`src/hdl/std_atmosphere_interpolator_defines.svh`:
```
// Assertion macros shared by the interpolator modules.
`ifndef STD_ATMOSPHERE_INTERPOLATOR_DEFINES_SVH
`define STD_ATMOSPHERE_INTERPOLATOR_DEFINES_SVH
`ifndef SYNTH
`define SAI_ASSERT_IMP(lbl, clk, rst, ante, cons) \
  lbl: assert property (@(posedge clk) disable iff (rst) (ante) |-> (cons)) \
    else $error("sai assertion failed");
`define SAI_ASSERT_NXT(lbl, clk, rst, ante, cons) \
  lbl: assert property (@(posedge clk) disable iff (rst) (ante) |=> (cons)) \
    else $error("sai assertion failed");
`else
`define SAI_ASSERT_IMP(lbl, clk, rst, ante, cons)
`define SAI_ASSERT_NXT(lbl, clk, rst, ante, cons)
`endif
`endif

```
`src/hdl/sai_pkg.sv`:
```
package sai_pkg;

  localparam int NUM_POINTS = 23;
  localparam int FRAC_BITS  = 3;
  localparam int UNIT       = 1 << FRAC_BITS;
  localparam int IDX_W      = 5;
  localparam int CNT_W      = 5;
  localparam int IN_W       = 21;
  localparam int KEY_W      = 22;
  localparam int DIFF_W     = 23;
  localparam int PROD_W     = 2 * DIFF_W;
  localparam int NUM_W      = 46;
  localparam int STEP_W     = 6;
  localparam int RES_W      = 48;

  localparam logic signed [RES_W-1:0] OUT_LOW  = -48'sd65536;
  localparam logic signed [RES_W-1:0] OUT_HIGH = 48'sd1048575;

  // Standard atmosphere breakpoints, rising pressure and falling height.
  localparam int PRESSURE_TAB [NUM_POINTS] = '{
    1000, 2000, 3000, 4000, 5000, 7000, 10000, 15000, 20000, 22600, 25000,
    30000, 40000, 50000, 60000, 70000, 80000, 85000, 90000, 95000, 100000,
    101325, 105000};
  localparam int HEIGHT_TAB [NUM_POINTS] = '{
    31055, 26481, 23849, 22000, 20576, 18442, 16180, 13608, 11784, 11000,
    10363, 9164, 7185, 5574, 4206, 3012, 1949, 1457, 988, 540, 111, 0, -302};

  typedef enum logic [1:0] {FR_IDLE, FR_SCAN, FR_PUSH} front_state_t;
  typedef enum logic [2:0] {BK_IDLE, BK_MUL, BK_PREP, BK_DIV, BK_FIN, BK_OUT} back_state_t;

  // One classified request passed from the front to the back.
  typedef struct packed {
    logic                   kind;
    logic signed [IN_W-1:0] x;
    logic [IDX_W-1:0]       seg;
  } seg_req_t;

  // Key j in ascending order for the given direction, in fixed point.
  function automatic logic signed [KEY_W-1:0] key_at(logic kind, logic [IDX_W-1:0] idx);
    logic [IDX_W-1:0] r;
    int v;
    r = IDX_W'(NUM_POINTS - 1) - idx;
    v = 0;
    if (!kind) begin
      if (idx < IDX_W'(NUM_POINTS)) v = PRESSURE_TAB[idx];
    end else begin
      if (r < IDX_W'(NUM_POINTS)) v = HEIGHT_TAB[r];
    end
    return KEY_W'(v * UNIT);
  endfunction

  // The value paired with key j, in fixed point.
  function automatic logic signed [KEY_W-1:0] val_at(logic kind, logic [IDX_W-1:0] idx);
    logic [IDX_W-1:0] r;
    int v;
    r = IDX_W'(NUM_POINTS - 1) - idx;
    v = 0;
    if (!kind) begin
      if (idx < IDX_W'(NUM_POINTS)) v = HEIGHT_TAB[idx];
    end else begin
      if (r < IDX_W'(NUM_POINTS)) v = PRESSURE_TAB[r];
    end
    return KEY_W'(v * UNIT);
  endfunction

endpackage

```
`src/hdl/sai_front.sv`:
```
module sai_front (
  input  logic                           clk,
  input  logic                           rst,
  input  logic                           in_valid,
  output logic                           in_stall,
  input  logic                           kind,
  input  logic signed [sai_pkg::IN_W-1:0] in_value,
  output logic                           push,
  output sai_pkg::seg_req_t              push_req,
  input  logic                           q_full
);
  import sai_pkg::*;

  front_state_t state, state_next;
  logic                   cur_kind;
  logic signed [IN_W-1:0] cur_x;
  logic [IDX_W-1:0]       j;
  logic [CNT_W-1:0]       cnt;
  logic                   key_le;
  logic [IDX_W-1:0]       seg;

  // One key compared per cycle during the scan.
  assign key_le = key_at(cur_kind, j) <= KEY_W'(cur_x);

  // Segment start: keys not above the value, less one, clamped.
  always_comb begin
    if (cnt == '0) begin
      seg = '0;
    end else if (cnt > CNT_W'(NUM_POINTS - 1)) begin
      seg = IDX_W'(NUM_POINTS - 2);
    end else begin
      seg = IDX_W'(cnt - 1'b1);
    end
  end

  // Next state.
  always_comb begin
    state_next = state;
    unique case (state)
      FR_IDLE: if (in_valid) state_next = FR_SCAN;
      FR_SCAN: if (j == IDX_W'(NUM_POINTS - 1)) state_next = FR_PUSH;
      FR_PUSH: if (!q_full) state_next = FR_IDLE;
      default: state_next = FR_IDLE;
    endcase
  end

  // Outputs.
  always_comb begin
    in_stall = (state != FR_IDLE);
    push     = (state == FR_PUSH) && !q_full;
    push_req = '{kind: cur_kind, x: cur_x, seg: seg};
  end

  always_ff @(posedge clk) begin
    if (rst) begin
      state <= FR_IDLE;
    end else begin
      state <= state_next;
    end
  end

  // Request capture and key scan.
  always_ff @(posedge clk) begin
    if (state == FR_IDLE && in_valid) begin
      cur_kind <= kind;
      cur_x    <= in_value;
      j        <= '0;
      cnt      <= '0;
    end else if (state == FR_SCAN) begin
      cnt <= cnt + CNT_W'(key_le);
      if (j != IDX_W'(NUM_POINTS - 1)) j <= j + 1'b1;
    end
  end

endmodule

```
`src/hdl/sai_queue.sv`:
```
`include "std_atmosphere_interpolator_defines.svh"
module sai_queue (
  input  logic              clk,
  input  logic              rst,
  input  logic              push,
  input  sai_pkg::seg_req_t push_req,
  output logic              full,
  input  logic              pop,
  output sai_pkg::seg_req_t pop_req,
  output logic              empty
);
  import sai_pkg::*;

  seg_req_t   mem [2];
  logic       wr_ptr;
  logic       rd_ptr;
  logic [1:0] count;

  assign full    = (count == 2'd2);
  assign empty   = (count == 2'd0);
  assign pop_req = mem[rd_ptr];

  // Storage write.
  always_ff @(posedge clk) begin
    if (push) mem[wr_ptr] <= push_req;
  end

  // Pointers and fill count.
  always_ff @(posedge clk) begin
    if (rst) begin
      wr_ptr <= 1'b0;
      rd_ptr <= 1'b0;
      count  <= 2'd0;
    end else begin
      if (push) wr_ptr <= ~wr_ptr;
      if (pop) rd_ptr <= ~rd_ptr;
      count <= count + {1'b0, push} - {1'b0, pop};
    end
  end

  `SAI_ASSERT_IMP(a_no_overflow, clk, rst, push, !full)
  `SAI_ASSERT_IMP(a_no_underflow, clk, rst, pop, !empty)
  `SAI_ASSERT_IMP(a_count_range, clk, rst, 1'b1, count != 2'd3)

endmodule

```
`src/hdl/sai_back.sv`:
```
`include "std_atmosphere_interpolator_defines.svh"
module sai_back (
  input  logic                             clk,
  input  logic                             rst,
  input  logic                             q_empty,
  input  sai_pkg::seg_req_t                q_req,
  output logic                             pop,
  output logic                             out_valid,
  input  logic                             out_stall,
  output logic signed [sai_pkg::IN_W-1:0]  out_value,
  output logic                             saturated
);
  import sai_pkg::*;

  back_state_t state, state_next;
  seg_req_t                 req;
  logic signed [KEY_W-1:0]  k0, k1, v0c, v1c;
  logic signed [KEY_W-1:0]  v0;
  logic signed [KEY_W-1:0]  dk;
  logic signed [PROD_W-1:0] prod;
  logic                     neg;
  logic                     zero_seg;
  logic [NUM_W-1:0]         num;
  logic [KEY_W-1:0]         rem;
  logic [KEY_W:0]           trial;
  logic [STEP_W-1:0]        step;
  logic signed [RES_W-1:0]  res;
  logic [NUM_W-1:0]         mag;

  // Segment end points from the constant table.
  always_comb begin
    k0  = key_at(req.kind, req.seg);
    k1  = key_at(req.kind, req.seg + 1'b1);
    v0c = val_at(req.kind, req.seg);
    v1c = val_at(req.kind, req.seg + 1'b1);
  end

  // Restoring division: one quotient bit a cycle.
  assign trial = {rem, num[NUM_W-1]};

  // Signed result from start value and rounded quotient.
  always_comb begin
    if (zero_seg) begin
      res = RES_W'(v0);
    end else if (neg) begin
      res = RES_W'(v0) - $signed({2'b00, num});
    end else begin
      res = RES_W'(v0) + $signed({2'b00, num});
    end
  end

  // Magnitude of the product.
  assign mag = prod[PROD_W-1] ? NUM_W'(-prod) : NUM_W'(prod);

  // Next state.
  always_comb begin
    state_next = state;
    unique case (state)
      BK_IDLE: if (!q_empty) state_next = BK_MUL;
      BK_MUL:  state_next = BK_PREP;
      BK_PREP: state_next = BK_DIV;
      BK_DIV:  if (step == STEP_W'(NUM_W - 1)) state_next = BK_FIN;
      BK_FIN:  state_next = BK_OUT;
      BK_OUT:  if (!out_stall) state_next = BK_IDLE;
      default: state_next = BK_IDLE;
    endcase
  end

  // Outputs.
  always_comb begin
    pop       = (state == BK_IDLE) && !q_empty;
    out_valid = (state == BK_OUT);
  end

  always_ff @(posedge clk) begin
    if (rst) begin
      state <= BK_IDLE;
    end else begin
      state <= state_next;
    end
  end

  // Datapath.
  always_ff @(posedge clk) begin
    unique case (state)
      BK_IDLE: begin
        if (!q_empty) req <= q_req;
      end
      BK_MUL: begin
        dk   <= k1 - k0;
        v0   <= v0c;
        prod <= (DIFF_W'(v1c) - DIFF_W'(v0c)) * (DIFF_W'(req.x) - DIFF_W'(k0));
      end
      BK_PREP: begin
        neg      <= prod[PROD_W-1];
        zero_seg <= (dk <= 0);
        num      <= mag + NUM_W'(dk[KEY_W-1:1]);
        rem      <= '0;
        step     <= '0;
      end
      BK_DIV: begin
        if (trial >= {1'b0, dk}) begin
          rem <= KEY_W'(trial - {1'b0, dk});
          num <= {num[NUM_W-2:0], 1'b1};
        end else begin
          rem <= trial[KEY_W-1:0];
          num <= {num[NUM_W-2:0], 1'b0};
        end
        step <= step + 1'b1;
      end
      BK_FIN: begin
        if (res > OUT_HIGH) begin
          out_value <= IN_W'(OUT_HIGH);
          saturated <= 1'b1;
        end else if (res < OUT_LOW) begin
          out_value <= IN_W'(OUT_LOW);
          saturated <= 1'b1;
        end else begin
          out_value <= IN_W'(res);
          saturated <= 1'b0;
        end
      end
      BK_OUT: ;
      default: ;
    endcase
  end

  `SAI_ASSERT_IMP(a_pop_idle, clk, rst, pop, state == BK_IDLE)
  `SAI_ASSERT_IMP(a_step_bound, clk, rst, state == BK_DIV, step < STEP_W'(NUM_W))
  `SAI_ASSERT_NXT(a_fin_to_out, clk, rst, state == BK_FIN, out_valid)

endmodule

```
`src/hdl/std_atmosphere_interpolator.sv`:
```
// Standard-atmosphere pressure/height converter. kind 0 turns a pressure
// (1/8 Pa) into a height (1/8 m), kind 1 the reverse, by linear
// interpolation over a fixed 23-point table, extrapolating from the end
// segments and clamping the result to -65536..1048575 with the saturated
// flag set. A front stage scans the table one key a cycle and a back
// stage multiplies, then runs a 46-step restoring divider. The two stages
// are parted by a two-entry queue, so the front can scan a new request
// while the back is still dividing the last one.
module std_atmosphere_interpolator (
  input  logic                            clk,
  input  logic                            rst,
  input  logic                            in_valid,
  output logic                            in_stall,
  input  logic                            kind,
  input  logic signed [sai_pkg::IN_W-1:0] in_value,
  output logic                            out_valid,
  input  logic                            out_stall,
  output logic signed [sai_pkg::IN_W-1:0] out_value,
  output logic                            saturated
);
  import sai_pkg::*;

  logic     push, pop, q_full, q_empty;
  seg_req_t push_req, pop_req;

  sai_front u_front (
    .clk(clk), .rst(rst), .in_valid(in_valid), .in_stall(in_stall),
    .kind(kind), .in_value(in_value), .push(push), .push_req(push_req),
    .q_full(q_full)
  );

  sai_queue u_queue (
    .clk(clk), .rst(rst), .push(push), .push_req(push_req), .full(q_full),
    .pop(pop), .pop_req(pop_req), .empty(q_empty)
  );

  sai_back u_back (
    .clk(clk), .rst(rst), .q_empty(q_empty), .q_req(pop_req), .pop(pop),
    .out_valid(out_valid), .out_stall(out_stall), .out_value(out_value),
    .saturated(saturated)
  );

endmodule

```
`config.mk`:
```
export PLATFORM = sky130hd
export DESIGN_NAME = std_atmosphere_interpolator
export DESIGN_NICKNAME = d
export VERILOG_FILES = /design/src/hdl/sai_pkg.sv /design/src/hdl/sai_front.sv /design/src/hdl/sai_queue.sv /design/src/hdl/sai_back.sv /design/src/hdl/std_atmosphere_interpolator.sv
export VERILOG_INCLUDE_DIRS = /design/src /design/src/hdl
export SDC_FILE = /design/constraint.sdc
export NUM_CORES = 2
export LEC_CHECK = 0
export ABC_AREA = 0
export BUFFER_PORTS_ARGS = -buffer_cell sky130_fd_sc_hd__buf_2
export CELL_PAD_IN_SITES_DETAIL_PLACEMENT = 1
export CELL_PAD_IN_SITES_GLOBAL_PLACEMENT = 1
export CORE_AREA = 2 2 437 439
export DETAILED_ROUTE_END_ITERATION = 10
export DIE_AREA = 0 0 439 441
export GPL_TIMING_DRIVEN = 0
export PLACE_DENSITY = 0.57
export SKIP_LAST_GASP = 1
export SLEW_MARGIN = 20
export SYNTH_ARGS = -nofsm -noshare
export SYNTH_HDL_FRONTEND = slang
export SYNTH_SLANG_ARGS = --single-unit
```
`constraint.sdc`:
```
create_clock -name clk -period 13.7 [get_ports clk]
set_clock_uncertainty 0.2 [all_clocks]
set_input_delay 1.37 -clock clk [delete_from_list [all_inputs] [get_ports clk]]
set_output_delay 1.37 -clock clk [all_outputs]
set_load 0.01 [all_outputs]
```
# [Word level (Yosys, flattened, before mapping)]
# Memories as Yosys holds them, arrays and structs flattened. A register that Yosys moved wholly into a read port is not among the register bits.
# Index checks and enable logic that the tools add are counted.
[totals] regBits=226 ram_bits=54 mem_bits_ro=10240 out_inout_bits=24 n_memories=11
[op_classes] addsub=18 multipliers=1 magnitude_cmp=18 n_eq_ne=17 muxes=57 bitwise_logic=9 reduce_logical=16
[memory_table] name="(name not given)" depth=32 width=32 rd=1 rd_ports_with_merged_regs=0 write_ports=0 line_no="sai_pkg.sv:45" text="if (idx < IDX_W'(NUM_POINTS)) v = PRESSURE_TAB[idx];"
[memory_table] name="(name not given)" depth=32 width=32 rd=1 rd_ports_with_merged_regs=0 write_ports=0 line_no="sai_pkg.sv:47" text="if (r < IDX_W'(NUM_POINTS)) v = HEIGHT_TAB[r];"
[memory_table] name="(name not given)" depth=32 width=32 rd=1 rd_ports_with_merged_regs=0 write_ports=0 line_no="sai_pkg.sv:45"
[memory_table] name="(name not given)" depth=32 width=32 rd=1 rd_ports_with_merged_regs=0 write_ports=0 line_no="sai_pkg.sv:59" text="if (idx < IDX_W'(NUM_POINTS)) v = HEIGHT_TAB[idx];"
[memory_table] name="(name not given)" depth=32 width=32 rd=1 rd_ports_with_merged_regs=0 write_ports=0 line_no="sai_pkg.sv:47"
[memory_table] name="(name not given)" depth=32 width=32 rd=1 rd_ports_with_merged_regs=0 write_ports=0 line_no="sai_pkg.sv:45"
[memory_table] name="+5 memories"
[ops] operator="19-bit two-way mux" count=35
[ops] operator="48-bit two-way mux" count=2
[ops] operator="46-bit one-hot mux with 2 select lines" count=1
[ops] operator="22-bit by 47-bit adder with 48-bit output" count=1
[ops] operator="48-bit by 21-bit greater-than comparator with 1-bit output (second input constant)" count=1
[ops] operator="48-bit by 17-bit < comparator with 1-bit output (second input constant)" count=1
[ops] operator="22-bit by 47-bit subtractor with 48-bit output" count=1
[ops] operator="46-bit by 21-bit adder with 46-bit output" count=1
[ops] operator="46-bit by 46-bit multiplier with 46-bit output" count=1
[ops] operator="46-bit two-way mux" count=1
[ops] operator="46-bit negation" count=1
[ops] operator="22-bit one-hot mux with 2 select lines" count=1
[ops] operator="22-bit subtractor" count=2
[ops] operator="6-bit >= comparator (second input constant)" count=6
[ops] operator="5-bit inverter with 6-bit output" count=6
[ops] operator="5-bit < comparator (second input constant)" count=6
[ops] operator="23-bit by 22-bit >= comparator with 1-bit output" count=1
[ops] operator="21-bit by 22-bit subtractor with 23-bit output" count=1
[ops] operator="22-bit by 22-bit subtractor with 23-bit output" count=1
[ops] operator="22-bit by 1-bit less-or-equal comparator with 1-bit output (second input constant)" count=1
[ops] operator="22-bit by 21-bit less-or-equal comparator with 1-bit output" count=1
[ops] operator="22-bit two-way mux" count=1
[ops] operator="21-bit two-way mux" count=1
[ops] operator="3-bit one-hot mux with 6 select lines" count=1
[ops] operator="other kinds (34)" count=61

# [Longest topological paths before layout]
[depth] word_depth=10 mapped_depth=60 mapped_depth_nobuf=56

# [Hierarchy]
# Synthesis repeated with hierarchy kept, for this count alone.
[hier_totals] cells_unflattened=5504 area_unflattened_um2=47080.2
[modules_own_cells] module="sai_back" instances=1 cells_each=4979 area_each_um2=41379.7
[modules_own_cells] module="sai_front" instances=1 cells_each=420 area_each_um2=3432.0
[modules_own_cells] module="sai_queue" instances=1 cells_each=105 area_each_um2=2268.4

# [Least setup slack after synthesis]
# OpenSTA, ideal clock, no wires.
[synth_timing] path_kind="register to register" startpoint="reg u_back.req[1] (netlist bit)" endpoint="reg u_back.prod[44] (data pin)" setup_ps=258 arrival_time_ps=13624 setup_slack_ps=-382 stages_incl_launch_ff=54 n_path_buf=7 synth_period_minus_slack_ps=14082 cell_sequence="edfxtp_1 ha_1 clkbuf_1 inv_1 ha_1 inv_1 clkbuf_1 ha_1 clkbuf_1 nand2_1 a21oi_1 o21a_1 buf_2 buf_1 o211ai_1 o211ai_1 a31oi_1 ha_1 [... 18 more ...] clkbuf_1 xnor2_1 xnor2_1 fa_1 fa_1 inv_1 fa_1 inv_1 ha_1 a21o_1 a21oi_1 nand2_1 a211oi_1 o31ai_1 or4_1 a41o_1 a21oi_1 xnor2_1"
[synth_between] elab_chain_cells=10
[synth_lines] element="start, declared" line_no="sai_back.sv:16" text="seg_req_t req;"
[synth_lines] element="start signal, assigned" line_no="sai_back.sv:87" text="if (!q_empty) req <= q_req;"
[synth_lines] element="5-bit by 1-bit adder with 5-bit output" line_no="sai_back.sv:35" text="v1c = val_at(req.kind, req.seg + 1'b1);"
[synth_lines] element="5-bit subtractor" line_no="sai_pkg.sv:56" text="r = IDX_W'(NUM_POINTS - 1) - idx;"
[synth_lines] element="5-bit inverter with 6-bit output (implied by the code)" line_no="sai_pkg.sv:61" text="if (r < IDX_W'(NUM_POINTS)) v = PRESSURE_TAB[r];"
[synth_lines] element="memory read 32 x 32 bit"
[synth_lines] element="19-bit two-way mux (implied by the code) (2 in a row)" line_no="sai_pkg.sv:61"
[synth_lines] element="19-bit two-way mux" line_no="sai_pkg.sv:61"
[synth_lines] element="19-bit two-way mux" line_no="sai_pkg.sv:58" text="if (!kind) begin"
[synth_lines] element="22-bit by 22-bit subtractor with 23-bit output" line_no="sai_back.sv:92" text="prod <= (DIFF_W'(v1c) - DIFF_W'(v0c)) * (DIFF_W'(req.x) - DIFF_W'(k0));"
[synth_lines] element="46-bit by 46-bit multiplier with 46-bit output (*)" line_no="sai_back.sv:92"
[synth_lines] element="end signal, assigned" line_no="sai_back.sv:92"
[synth_lines] element="end, declared" line_no="sai_back.sv:20" text="logic signed [PROD_W-1:0] prod;"
# Every way passes the cells marked *; elsewhere a longest branch is shown, timed or not. The select of a mux whose other input is x is not followed.
# A chain may end at the register's enable or synchronous reset.

# [Final worst setup path]
[layout_timing] startpoint="reg u_back.req[0] (netlist bit)" endpoint="reg u_back.prod[44] (data pin)"
# The elaborated chain is that of the path after synthesis.

==> flow_summary.ini <==
[yosys]
synth_top_cell_area_share = 0.211
netlist_area_sq_um = 46900
yosysWarnings = 0
syn_inst = 5575
synth_edf_count = 281
ys.flop_type = edfxtp_1
synthMuxAreaShare = 0.0172
synth_area_leaders = fa_1 (21%), edfxtp_1 (18%), ha_1 (9.6%), inv_1 (6.5%), nor2_1 (4.5%)
synth-xor-area-share = 0.0517
synthAdderAreaFrac = 0.310
ys_seq_area_frac = 0.188
syn_area_per_cell_sq_um = 8.41
synth_compound_area_frac = 0.174
yosys.area.top_type = fa_1
ys_ff_latch = 300
synth.net_count = 6454
synth_top_family_by_area = adder cells
synth_cell_types = 100
yosys.area_share.simple = 0.169
async_flop_share = 0

[floorplanning]
fp.dieW_um = 439
core-area_sq_um = 189000
start_util = 0.248
placementRows = 160
die_area_sq_um = 194000
die_y_um = 441
ioPinCount = 50

[detailed_routing]
drcViolationCount = 0
wl_per_cell_um = 22.4
drt_iter0_drc = 2657
vias_per_cell = 5.05
finalWirelength_um = 186000
ant_nets = 0
vias = 41900
drt-pass1-iter-count = 5

[timing]
slew_viol_final = 0
relSlewSlack = 0.150
fmax_mhz = 75.3
period_needed_ns = 13.29
setup-violations-final = 0
hold_violations = 0
holdWs_ns = 0.306
tns_ns = 0
post-route-period-util = 0.970
worstMarginPinSlew_ns = 1.27

[critical_path]
cp.required_ns = 13.88
timing.rr.end = u_back.prod[44]
slowest_stage = fa_2
rr_startpoint = u_back.req[0]
start_kind = flip-flop
startpoint = u_back.req[0]
worst_setup_path_end_kind = flip-flop
criticalPathCategory = flip-flop to flip-flop
cp-endpoint = u_back.prod[44]
worst-endpoint-arrival_ns = 13.46
cp_max_fo = 12
rr_worst_depth = 53
cpPeakStageDelay_ns = 0.62
reg2reg_slack_ns = 0.41

[outcome]
status = finished, final reports clean

[clock_tree]
cts_tree = done
cts_htree_levels = 2
path_clk_slew_ns = 0.06
cts_sinks = 300
clock_path_buffers = 3
cts-root-buf = clkbuf_16
worstSkewPairLatency_ns = 0.65
numCtsBuffers = 40

[run]
max_cap_viol_count = 0

[global_route]
grt_pass1_wl_um = 282000
grtUsageTotal = 0.191
grt_overflow_total = 0
grt_max_degree = 29
grt_antenna_before_repair = 8
grt_pass1_vias = 44100

[place]
io_buffers = 48
gp_congestion = 0.943
hpwl_um = 151000

[layout]
diodes = 0
nets = 6639
final_common_cell = inv_1
multiInputGateArea_sq_um = 35000
syn_to_final_growth_pct = 15.5
seqCellArea_sq_um = 8820
layout_common_cells = inv_1 (799), nor2_1 (558), fa_1 (484)
nFillCells = 22400
drive_above_1_share = 0.0974

[hold_path]
hold_class = flip-flop to flip-flop
min_path_cells = 0
[how the worst min path moves through the flow]
stage,slack (ns),startpoint,endpoint
after floorplan,0.22,u_back.prod[45],u_back.neg
after global placement,0.28,u_front.cur_x[9],u_queue.mem[0][14]
after detailed placement,0.29,u_front.cur_x[3],u_queue.mem[0][8]
after CTS,0.31,u_front.cur_x[17],u_queue.mem[1][22]
after global routing,0.33,u_front.cur_x[3],u_queue.mem[1][8]
final,0.31,u_front.cur_x[3],u_queue.mem[1][8]
[synth_stat cells (14+ instances only)]
library cell,n
nor3_1,98
a211oi_1,55
nand2b_1,75
clkbuf_1,251
fa_1,494
edfxtp_1,281
a221oi_1,15
ha_1,359
a31oi_1,50
a22oi_1,14
buf_1,30
or4_1,15
buf_2,16
or2_2,30
o21a_1,42
nand4_1,47
dfxtp_1,19
and3_1,21
a21oi_1,354
mux2_2,35
a21o_1,73
o31ai_1,44
nand2_1,454
nand3_1,92
or3_1,25
nor4_1,30
o41ai_1,18
inv_1,808
o21ai_0,274
a31o_2,16
and2_1,107
mux2i_1,41
o211ai_1,40
o21bai_1,37
a21boi_0,25
xnor2_1,186
xor2_1,87
nor2b_1,56
o22ai_1,26
nor2_1,564
[critical path: cells and delay by family (launching register included)]
family	cells	cell delay [ns]
adder cells (fa/ha/maj)	12	5.05
XOR/XNOR	1	0.10
AO/OA/AOI/OAI	21	4.28
flip-flops	1	0.46
AND/OR/NAND/NOR	4	0.88
buffers and inverters	15	2.05
[kinds of logic after synthesis]
family                   count (synthesis)
AO/OA/AOI/OAI                         1258
XOR/XNOR                               275
adder cells (fa/ha/maj)                867
buffers and inverters                 1116
flip-flops                             300
multiplexers                            76
AND/OR/NAND/NOR                       1683
[stage by stage]
| step | util | cell area, sq um | setup WS [ns] | instances |
|---|---|---|---|---|
| after floorplan | - | 46900 | 0.0427 | 5575 |
| after global placement | 0.266 | 50300 | -5.20 | 8134 |
| after detailed placement | 0.268 | 50700 | -5.02 | 8158 |
| after CTS | 0.283 | 53600 | 0.000262 | 8281 |
| after global routing | 0.286 | 54100 | -0.130 | 8302 |
| final | 0.286 | 54100 | 0.412 | 8302 |
[registers in the layout (all words and copies together) (netlist names)]
register	cells
u_front.cur_kind	1
u_back.rem	22
u_back.out_value	21
u_back.neg	1
u_back.req	27
u_back.saturated	1
u_queue.count	2
u_back.v0	18
u_back.zero_seg	1
u_queue.rd_ptr	1
u_front.cur_x	21
u_back.prod	43
u_front.j	5
u_front.state	2
u_queue.mem	54
u_back.dk	19
u_back.step	6
u_back.num	46
u_queue.wr_ptr	1
u_back.state	3
u_front.cnt	5
[timing repair]
item,4_1_cts,5_1_grt
hold buffers,0,0
endpoints found under the setup margin,32,11
pin swaps,40,48
cloned,0,0
setup buffers,55,27
gates resized for setup,251,109
[area by class of cell]
type,instances,share of cell area
Tap cell,2511,0.0580
Clock inverter,29,0.00710
Multi-Input combinational cell,4159,0.646
Buffer,290,0.0275
Clock buffer,44,0.0188
Sequential cell,300,0.163
Timing Repair Buffer,154,0.0225
Inverter,815,0.0569
[metal layers]
layer	vias to the layer above	routed length, um	GRT usage	part of all wire
met5	-	0	0	0
met3	312	10200	0.0270	0.055
met1	21200	83300	0.254	0.45
li1	19100	-	-	-
met4	0	6650	0.0606	0.036
met2	1204	86100	0.317	0.46
Power is not shown: default switching activity piles up to over one toggle a cycle in this logic, so the estimate is an artifact.
